[src/sv/icec_pkg.sv]
// ---------------------------------------------------------------------------
// icec_pkg: shared types and constants for the incidence column edge checker
// Field widths, entry codes, column status codes and the structs that pass
// between the column accumulator, the column evaluator and the top level.
// ---------------------------------------------------------------------------
`default_nettype none

package icec_pkg;

	localparam int ENTRY_W = 8;
	localparam int VTX_W   = 8;
	localparam int ROW_W   = 9;
	localparam int COL_W   = 11;
	localparam int CNT_W   = 2;

	localparam logic [VTX_W-1:0] VTX_MAX = {VTX_W{1'b1}};
	localparam logic [CNT_W-1:0] CNT_MAX = {CNT_W{1'b1}};

	// incidence entry codes
	localparam logic signed [ENTRY_W-1:0] ENTRY_PLUS  = 8'sd1;
	localparam logic signed [ENTRY_W-1:0] ENTRY_MINUS = -8'sd1;
	localparam logic signed [ENTRY_W-1:0] ENTRY_LOOP  = 8'sd2;
	localparam logic signed [ENTRY_W-1:0] ENTRY_ZERO  = 8'sd0;

	typedef enum logic [2:0] {
		ST_EDGE    = 3'd0,
		ST_LOOP    = 3'd1,
		ST_INVALID = 3'd2,
		ST_MIXED   = 3'd3,
		ST_EMPTY   = 3'd4,
		ST_BADCOMB = 3'd5,
		ST_AFTER   = 3'd6
	} status_t;

	// running state of the column being scanned
	typedef struct packed {
		logic [CNT_W-1:0] unit_count;
		logic [CNT_W-1:0] loop_count;
		logic [VTX_W-1:0] first_row;
		logic [VTX_W-1:0] second_row;
		logic [VTX_W-1:0] minus_row;
		logic             minus_seen;
		logic             invalid;
		logic             loop_row_set;
	} col_state_t;

	// one result item
	typedef struct packed {
		status_t          status;
		logic [VTX_W-1:0] src;
		logic [VTX_W-1:0] dst;
		logic             dir;
		logic             done;
		logic             g_directed;
		logic             g_tree;
		logic             g_valid;
	} result_t;

endpackage

`default_nettype wire

[src/sv/icec_column_eval.sv]
// ---------------------------------------------------------------------------
// icec_column_eval: column classification and graph summary
// Turns a closed column into a status and endpoints, and keeps the column
// counter and graph flags until the end of the graph.
// ---------------------------------------------------------------------------
`default_nettype none

module icec_column_eval #(
	parameter int MAX_EDGES = 1024
) (
	input  logic                       clk,
	input  logic                       arst_n,
	input  logic                       close,
	input  logic                       end_of_graph,
	input  icec_pkg::col_state_t       col,
	input  logic [icec_pkg::ROW_W-1:0] rows,
	output icec_pkg::result_t          result
);
	import icec_pkg::*;

	localparam int               COL_LIMIT_I = (MAX_EDGES < 2047) ? MAX_EDGES : 2047;
	localparam logic [COL_W-1:0] COL_LIMIT   = COL_W'(COL_LIMIT_I);

	logic [COL_W-1:0] col_cnt_q;
	logic             g_dir_q;
	logic             g_loop_q;
	logic             g_err_q;

	logic [COL_W-1:0] cols_n;
	logic             g_dir_n;
	logic             g_loop_n;
	logic             g_err_n;
	status_t          status;
	logic             swap;

	assign cols_n = (col_cnt_q < COL_LIMIT) ? col_cnt_q + COL_W'(1) : col_cnt_q;
	assign swap   = col.minus_seen && (col.first_row == col.minus_row)
		&& (col.second_row != col.minus_row);

	always_comb begin
		if (col.invalid) begin
			status = ST_INVALID;
		end else if (col.unit_count != '0 && col.loop_count != '0) begin
			status = ST_MIXED;
		end else if (col.unit_count == '0 && col.loop_count == '0) begin
			status = ST_EMPTY;
		end else if (col.unit_count == CNT_W'(2) && col.loop_count == '0) begin
			status = ST_EDGE;
		end else if (col.unit_count == '0 && col.loop_count == CNT_W'(1)) begin
			status = ST_LOOP;
		end else begin
			status = ST_BADCOMB;
		end
	end

	always_comb begin
		result   = '0;
		g_dir_n  = g_dir_q;
		g_loop_n = g_loop_q;
		g_err_n  = g_err_q;
		if (g_err_q) begin
			result.status = ST_AFTER;
		end else begin
			result.status = status;
			g_dir_n  = g_dir_q | col.minus_seen;
			g_loop_n = g_loop_q | (col.loop_count != '0);
			case (status)
				ST_EDGE: begin
					result.dir = col.minus_seen;
					result.src = swap ? col.second_row : col.first_row;
					result.dst = swap ? col.first_row : col.second_row;
				end
				ST_LOOP: begin
					result.src = col.first_row;
					result.dst = col.first_row;
				end
				default: begin
					g_err_n = 1'b1;
				end
			endcase
		end
		if (end_of_graph) begin
			result.done       = 1'b1;
			result.g_directed = g_dir_n;
			result.g_valid    = !g_err_n;
			result.g_tree     = !g_err_n && !g_loop_n
				&& (COL_W'(rows - ROW_W'(1)) == cols_n);
		end
	end

	always_ff @(posedge clk or negedge arst_n) begin
		if (!arst_n) begin
			col_cnt_q <= '0;
			g_dir_q   <= 1'b0;
			g_loop_q  <= 1'b0;
			g_err_q   <= 1'b0;
		end else if (close) begin
			if (end_of_graph) begin
				col_cnt_q <= '0;
				g_dir_q   <= 1'b0;
				g_loop_q  <= 1'b0;
				g_err_q   <= 1'b0;
			end else begin
				col_cnt_q <= cols_n;
				g_dir_q   <= g_dir_n;
				g_loop_q  <= g_loop_n;
				g_err_q   <= g_err_n;
			end
		end
	end

endmodule

`default_nettype wire

[config.mk]
export PLATFORM = sky130hd
export DESIGN_NAME = icec_column_eval
export DESIGN_NICKNAME = d
export VERILOG_FILES = /design/src/sv/icec_pkg.sv /design/src/sv/icec_column_eval.sv
export SDC_FILE = /design/constraint.sdc
export NUM_CORES = 1
export LEC_CHECK = 0
export BUFFER_PORTS_ARGS = -buffer_cell sky130_fd_sc_hd__buf_2
export CELL_PAD_IN_SITES_DETAIL_PLACEMENT = 0
export CELL_PAD_IN_SITES_GLOBAL_PLACEMENT = 1
export CORE_MARGIN = 2
export CORE_UTILIZATION = 37
export CTS_CLUSTER_DIAMETER = 100
export DETAILED_ROUTE_END_ITERATION = 7
export GPL_TIMING_DRIVEN = 0
export PLACE_DENSITY_LB_ADDON = 0.1
export SYNTH_ARGS = -nofsm -noshare
export SYNTH_HDL_FRONTEND = slang
export SYNTH_SLANG_ARGS = --single-unit
[constraint.sdc]
create_clock -name clk -period 7.45 [get_ports clk]
set_clock_uncertainty 0.2 [all_clocks]
set_input_delay 1.49 -clock clk [delete_from_list [all_inputs] [get_ports clk]]
set_output_delay 1.49 -clock clk [all_outputs]
set_load 0.1 [all_outputs]
# ---- Word level (Yosys, flattened, before mapping)
# Index checks and enable logic that the tools add are counted.
dict set report op_classes {
  reduce_logical 16
  n_mux 21
  n_addsub 2
  n_lt_le_gt_ge 1
  bitwise 2
  n_eq_ne 6
}
# cell n
set ops {}
lappend ops {{16-bit one-hot mux with 2 select lines} 1}
lappend ops {{11-bit 2-to-1 mux} 2}
lappend ops {{3-bit 2-to-1 mux} 6}
lappend ops {{17-bit 2-to-1 mux} 1}
lappend ops {{8-bit 2-to-1 mux} 2}
lappend ops {{11-bit by 1-bit adder with 11-bit output (second input constant)} 1}
lappend ops {{11-bit equality test} 1}
lappend ops {{11-bit less-than comparator (second input constant)} 1}
lappend ops {{9-bit by 1-bit subtractor with 10-bit output (second input constant)} 1}
lappend ops {{8-bit equality test} 1}
lappend ops {{1-bit logical AND} 8}
lappend ops {{1-bit 2-to-1 mux} 8}
lappend ops {{8-bit inequality test} 1}
lappend ops {{2-bit zero test} 2}
lappend ops {{4-bit 2-to-1 mux} 1}
lappend ops {{2-bit nonzero test} 2}
lappend ops {{3-bit by 1-bit equality test with 1-bit output (second input constant)} 1}
lappend ops {{3-bit zero test} 1}
lappend ops {{2-bit by 1-bit equality test with 1-bit output (second input constant)} 1}
lappend ops {{2-bit equality test (second input constant)} 1}
lappend ops {{1-bit zero test} 2}
lappend ops {{1-bit bitwise OR} 2}
lappend ops {{2-bit OR reduction} 1}
dict set report totals {
  regBits 14
  word_cells 52
  output_inout_bits 24
  in_bits 44
}

# ---- Logic depth before layout (Yosys ltp)
dict set report logic_depth {
  ltp_word 15
  depth_mapped 8
  depth_no_buf 8
}

# ---- Worst setup path after synthesis
# OpenSTA, ideal clock, no wires.
dict set report synth_timing {
  kind {in2out}
  from {input port rows[0] (netlist bit)}
  to {output port result[1] (netlist bit)}
  arrival_ns 4.781
  path_stages 8
  setup_slack_ns 0.979
  path_cell_list {inv_1 ha_1 nor4b_4 nand3b_1 xnor2_1 xnor2_1 a2111o_1 a2111oi_2}
}
# element line
set synth_lines {}
lappend synth_lines {{start, declared} icec_column_eval.sv:16} ;# input logic [icec_pkg::ROW_W-1:0] rows,
lappend synth_lines {{end, declared} icec_column_eval.sv:17} ;# output icec_pkg::result_t result

==> results.txt <==
----------------------------------------------------
[Global route]
  Pin count of the biggest net entering global routing ... 15
  Busiest grt layer ... met1
  Met3 GRT Util ... 0.0130
  Met1 Usage GRT ... 0.276
  Via count of the first global-routing pass ... 1555
  Remaining global-route overflow ... 0
  Total GRT Usage ... 0.178
  Antenna violations before repair ... 0
  First-pass GRT wire length ... 7360 um
  Met2 Usage GRT ... 0.270

[Worst setup path]
  Terminus of the critical flop-to-flop path ... col_cnt_q[5]
  Worst-path fanout max ... 3
  Crit. End Element ... primary output
  Required time of the worst setup path ... 5760 ps
  Worst-case reg-to-reg path depth ... 5
  Origin of the critical flop-to-flop path ... col_cnt_q[2]
  Critical Path Source Type ... primary input
  Worst setup path class ... in -> out
  Setup slack, reg-to-reg ... ~5500 ps
  CP arrival ... 3910 ps

[Cells and area]
  Antenna diode count ... 0
  Final core utilization ... 0.485
  Share of final-layout standard cells stronger than drive strength 1 ... 0.289
  Area added between synthesis and finish ... 27.6%
  Number of nets in the layout ... 317
  Post-Layout Inst Area ... 2080 um^2
  Final instance count without filler cells ... 322

[Clock network]
  Clock Tree Buf Depth ... 2
  Clock Tree Root ... clkbuf_8
  Cts bufs inserted ... 3
  Post-CTS Repair Setup Buffers ... 0
  Clock latency on the worst-skew pair ... 240 ps
  Level count of the clock H-tree ... 1
  CTS hold repair buffers ... 0
  Number of gates given a new drive strength after cts ... 0
  Clock tree from TritonCTS ... done
  Clock Sinks ... 14
  CTS clock-pin slew for the worst setup and hold paths ... roughly 60 ps

[Timing]
  Total count of hold-check failures in the final report ... 0
  Final setup TNS ... 0 ps
  Final hold slack ... 326 ps
  Max-slew violation total from the final report ... 0
  Slew at the pin with the worst max-slew slack ... roughly 690 ps
  Final critical-path required period ... 5600 ps
  RSZ-0062 raised after global routing ... false
  Peak Freq ... 0.179 GHz
  Share of the cycle needed by the critical path after routing ... 0.751
  Slew Limit Headroom ... 0.539
  Final setup fails ... 0

[Synth]
  Area of the mapped netlist ... 1630 um^2
  Library cell occupying the most area in the post-synthesis netlist ... dfrtp_1
  Syn nets ... 246
  Number of distinct library cell variants in the gate-level netlist after synthesis ... 42
  Yosys top cell area share ... 0.215
  Count of synthesis-stage warnings from yosys ... 0
  Synthesized area divided by synthesized cell count ... 8.16 um^2
  Post-synth EDFFs ... 0
  Cells taking the most area after synthesis ... dfrtp_1, xnor2_1, a22o_1, xor2_1, a21oi_1
  Most frequent cell after synthesis ... xnor2_1
  Top cells by instance count after synthesis ... xnor2_1, a21oi_1, a22o_1
  Most used flip-flop cell after synthesis ... dfrtp_1
  Cell count after synthesis ... 200
  Sequential element share of the synthesized area ... 0.215
  Share of synthesized flip-flops with an asynchronous set or reset ... 1.00
  Synthesis-stage register bit count ... 14

[Floorplan]
  Initial Util ... 0.380
  Chip Width ... 70.4 um
  Total die area ... 4960 um^2
  Floorplan die height ... 70.4 um
  Placeable core area ... 4290 um^2
  Num ports ... about 70
  Number of cell rows ... 24

[Worst hold path]
  Min-Delay Startpoint ... g_loop_q
  Type of the most critical hold path ... reg -> reg
  Hold Path Cell Cnt ... 2
  Worst Hold Path EP ... g_loop_q

[Routing]
  DR vias/cell ... between 5 and 6
  DRT iter0 DRCs ... 59
  Final antenna-violating net count ... 0
  Average wire per standard cell ... 14.0 um
  Via Count ... 1695
  Number of DRC violations after detailed routing ... 0
  Routed WL ... 4510 um
  First-pass iteration count of the detailed router ... 4

[Status]
  Outcome ... completed

[Place]
  Detailed placement HPWL ... 3630 um
  Number of instances in the placed design ... approximately 320
  Placer Congestion ... slightly above 0.8
  Area after detailed placement ... about 2000 um^2
  Buffers on Ports ... 66

[Power]
  Largest vdd supply drop ... a little under 0.0001 V
  Lkg Pwr ... roughly 0.93 nW
  Areal power density over the cells ... 146 nW/um^2

[Flow run]
  Max-cap violations ... 0

----------------------------------------------------
metal layers:
layer	wire length (um)	up-vias
met1	2320	767
met2	1980	43
li1	-	881
met4	29	0
met3	188	4
met5	0	-
power by group:
part | switching (mW) | internal [mW]
Clock | 0.0269 | 0.0468
Combinational | 0.0777 | 0.0513
Sequential | 0.0156 | 0.0869
worst max-delay path, cell delays in order:
cell and delay (ps):
buf_2 110, inv_1 150, ha_1 250, nor4b_4 270
nand3b_1 130, xnor2_1 150, xnor2_1 130, a2111o_1 400
a2111oi_2 340, buf_2 480
sequential cells by signal, summed over array words and instances, names as in the netlist:
register	flops
g_err_q	1
g_dir_q	1
col_cnt_q	11
g_loop_q	1
through the flow:
step / setup WS (ps) / total power [mW]
floorplan: 979 / 0.193
global placement: 1860 / 0.232
detailed placement: 1840 / 0.233
CTS: 1830 / 0.308
global route: 1620 / 0.325
finish: 1850 / 0.305
worst max-delay path by stage:
stage	from	to	slack (ps)	cells past startpoint
after floorplan	rows[0]	result[1]	980	8
after global placement	rows[0]	result[1]	1860	10
after detailed placement	rows[0]	result[1]	1840	10
after CTS	rows[0]	result[1]	1830	10
after global routing	rows[0]	result[1]	1620	10
final	rows[0]	result[1]	1850	10
placed cells by master (no fill, tap or decap), types with 2 or more instances in the layout:
master     n
o21ai_0    2
nand4_1    4
dfrtp_1   14
nand3b_1   2
inv_1     13
nor2b_1    3
a22o_1    16
clkbuf_8   4
xor2_1    15
buf_2     67
nand2_1    8
and2_1     2
nand2b_1   3
nand3_1    3
nor4_1     5
ha_1       2
xnor2_1   23
nor3b_1    8
a21oi_1   18
and3_1     2
nand4b_1   2
o22ai_1   11
nor2_1    14
clkbuf_1   2
nor3_1     9
area by class of cell:
class                           instances  area [um^2]
Timing Repair Buffer                   66          330
Fill cell                             450         2210
Tap cell                               52         65.1
Sequential cell                        14          350
Clock buffer                            4         55.1
Inverter                               13         48.8
Buffer                                  5         23.8
Multi-Input combinational cell        168         1210
cell families (layout without fill, tap and decap cells):
| logic type | Yosys count | count (layout) | synth area share |
|---|---|---|---|
| fa+ha+maj | 2 | 2 | 0.0153 |
| compound gates | 54 | 54 | 0.231 |
| simple gates | 71 | 71 | 0.264 |
| xor+xnor | 39 | 39 | 0.218 |
| mux | 2 | 2 | 0.0130 |
| buf+inv | 18 | 88 | 0.0444 |
| flops | 14 | 14 | 0.215 |
Power figures use the tool's default switching activity.
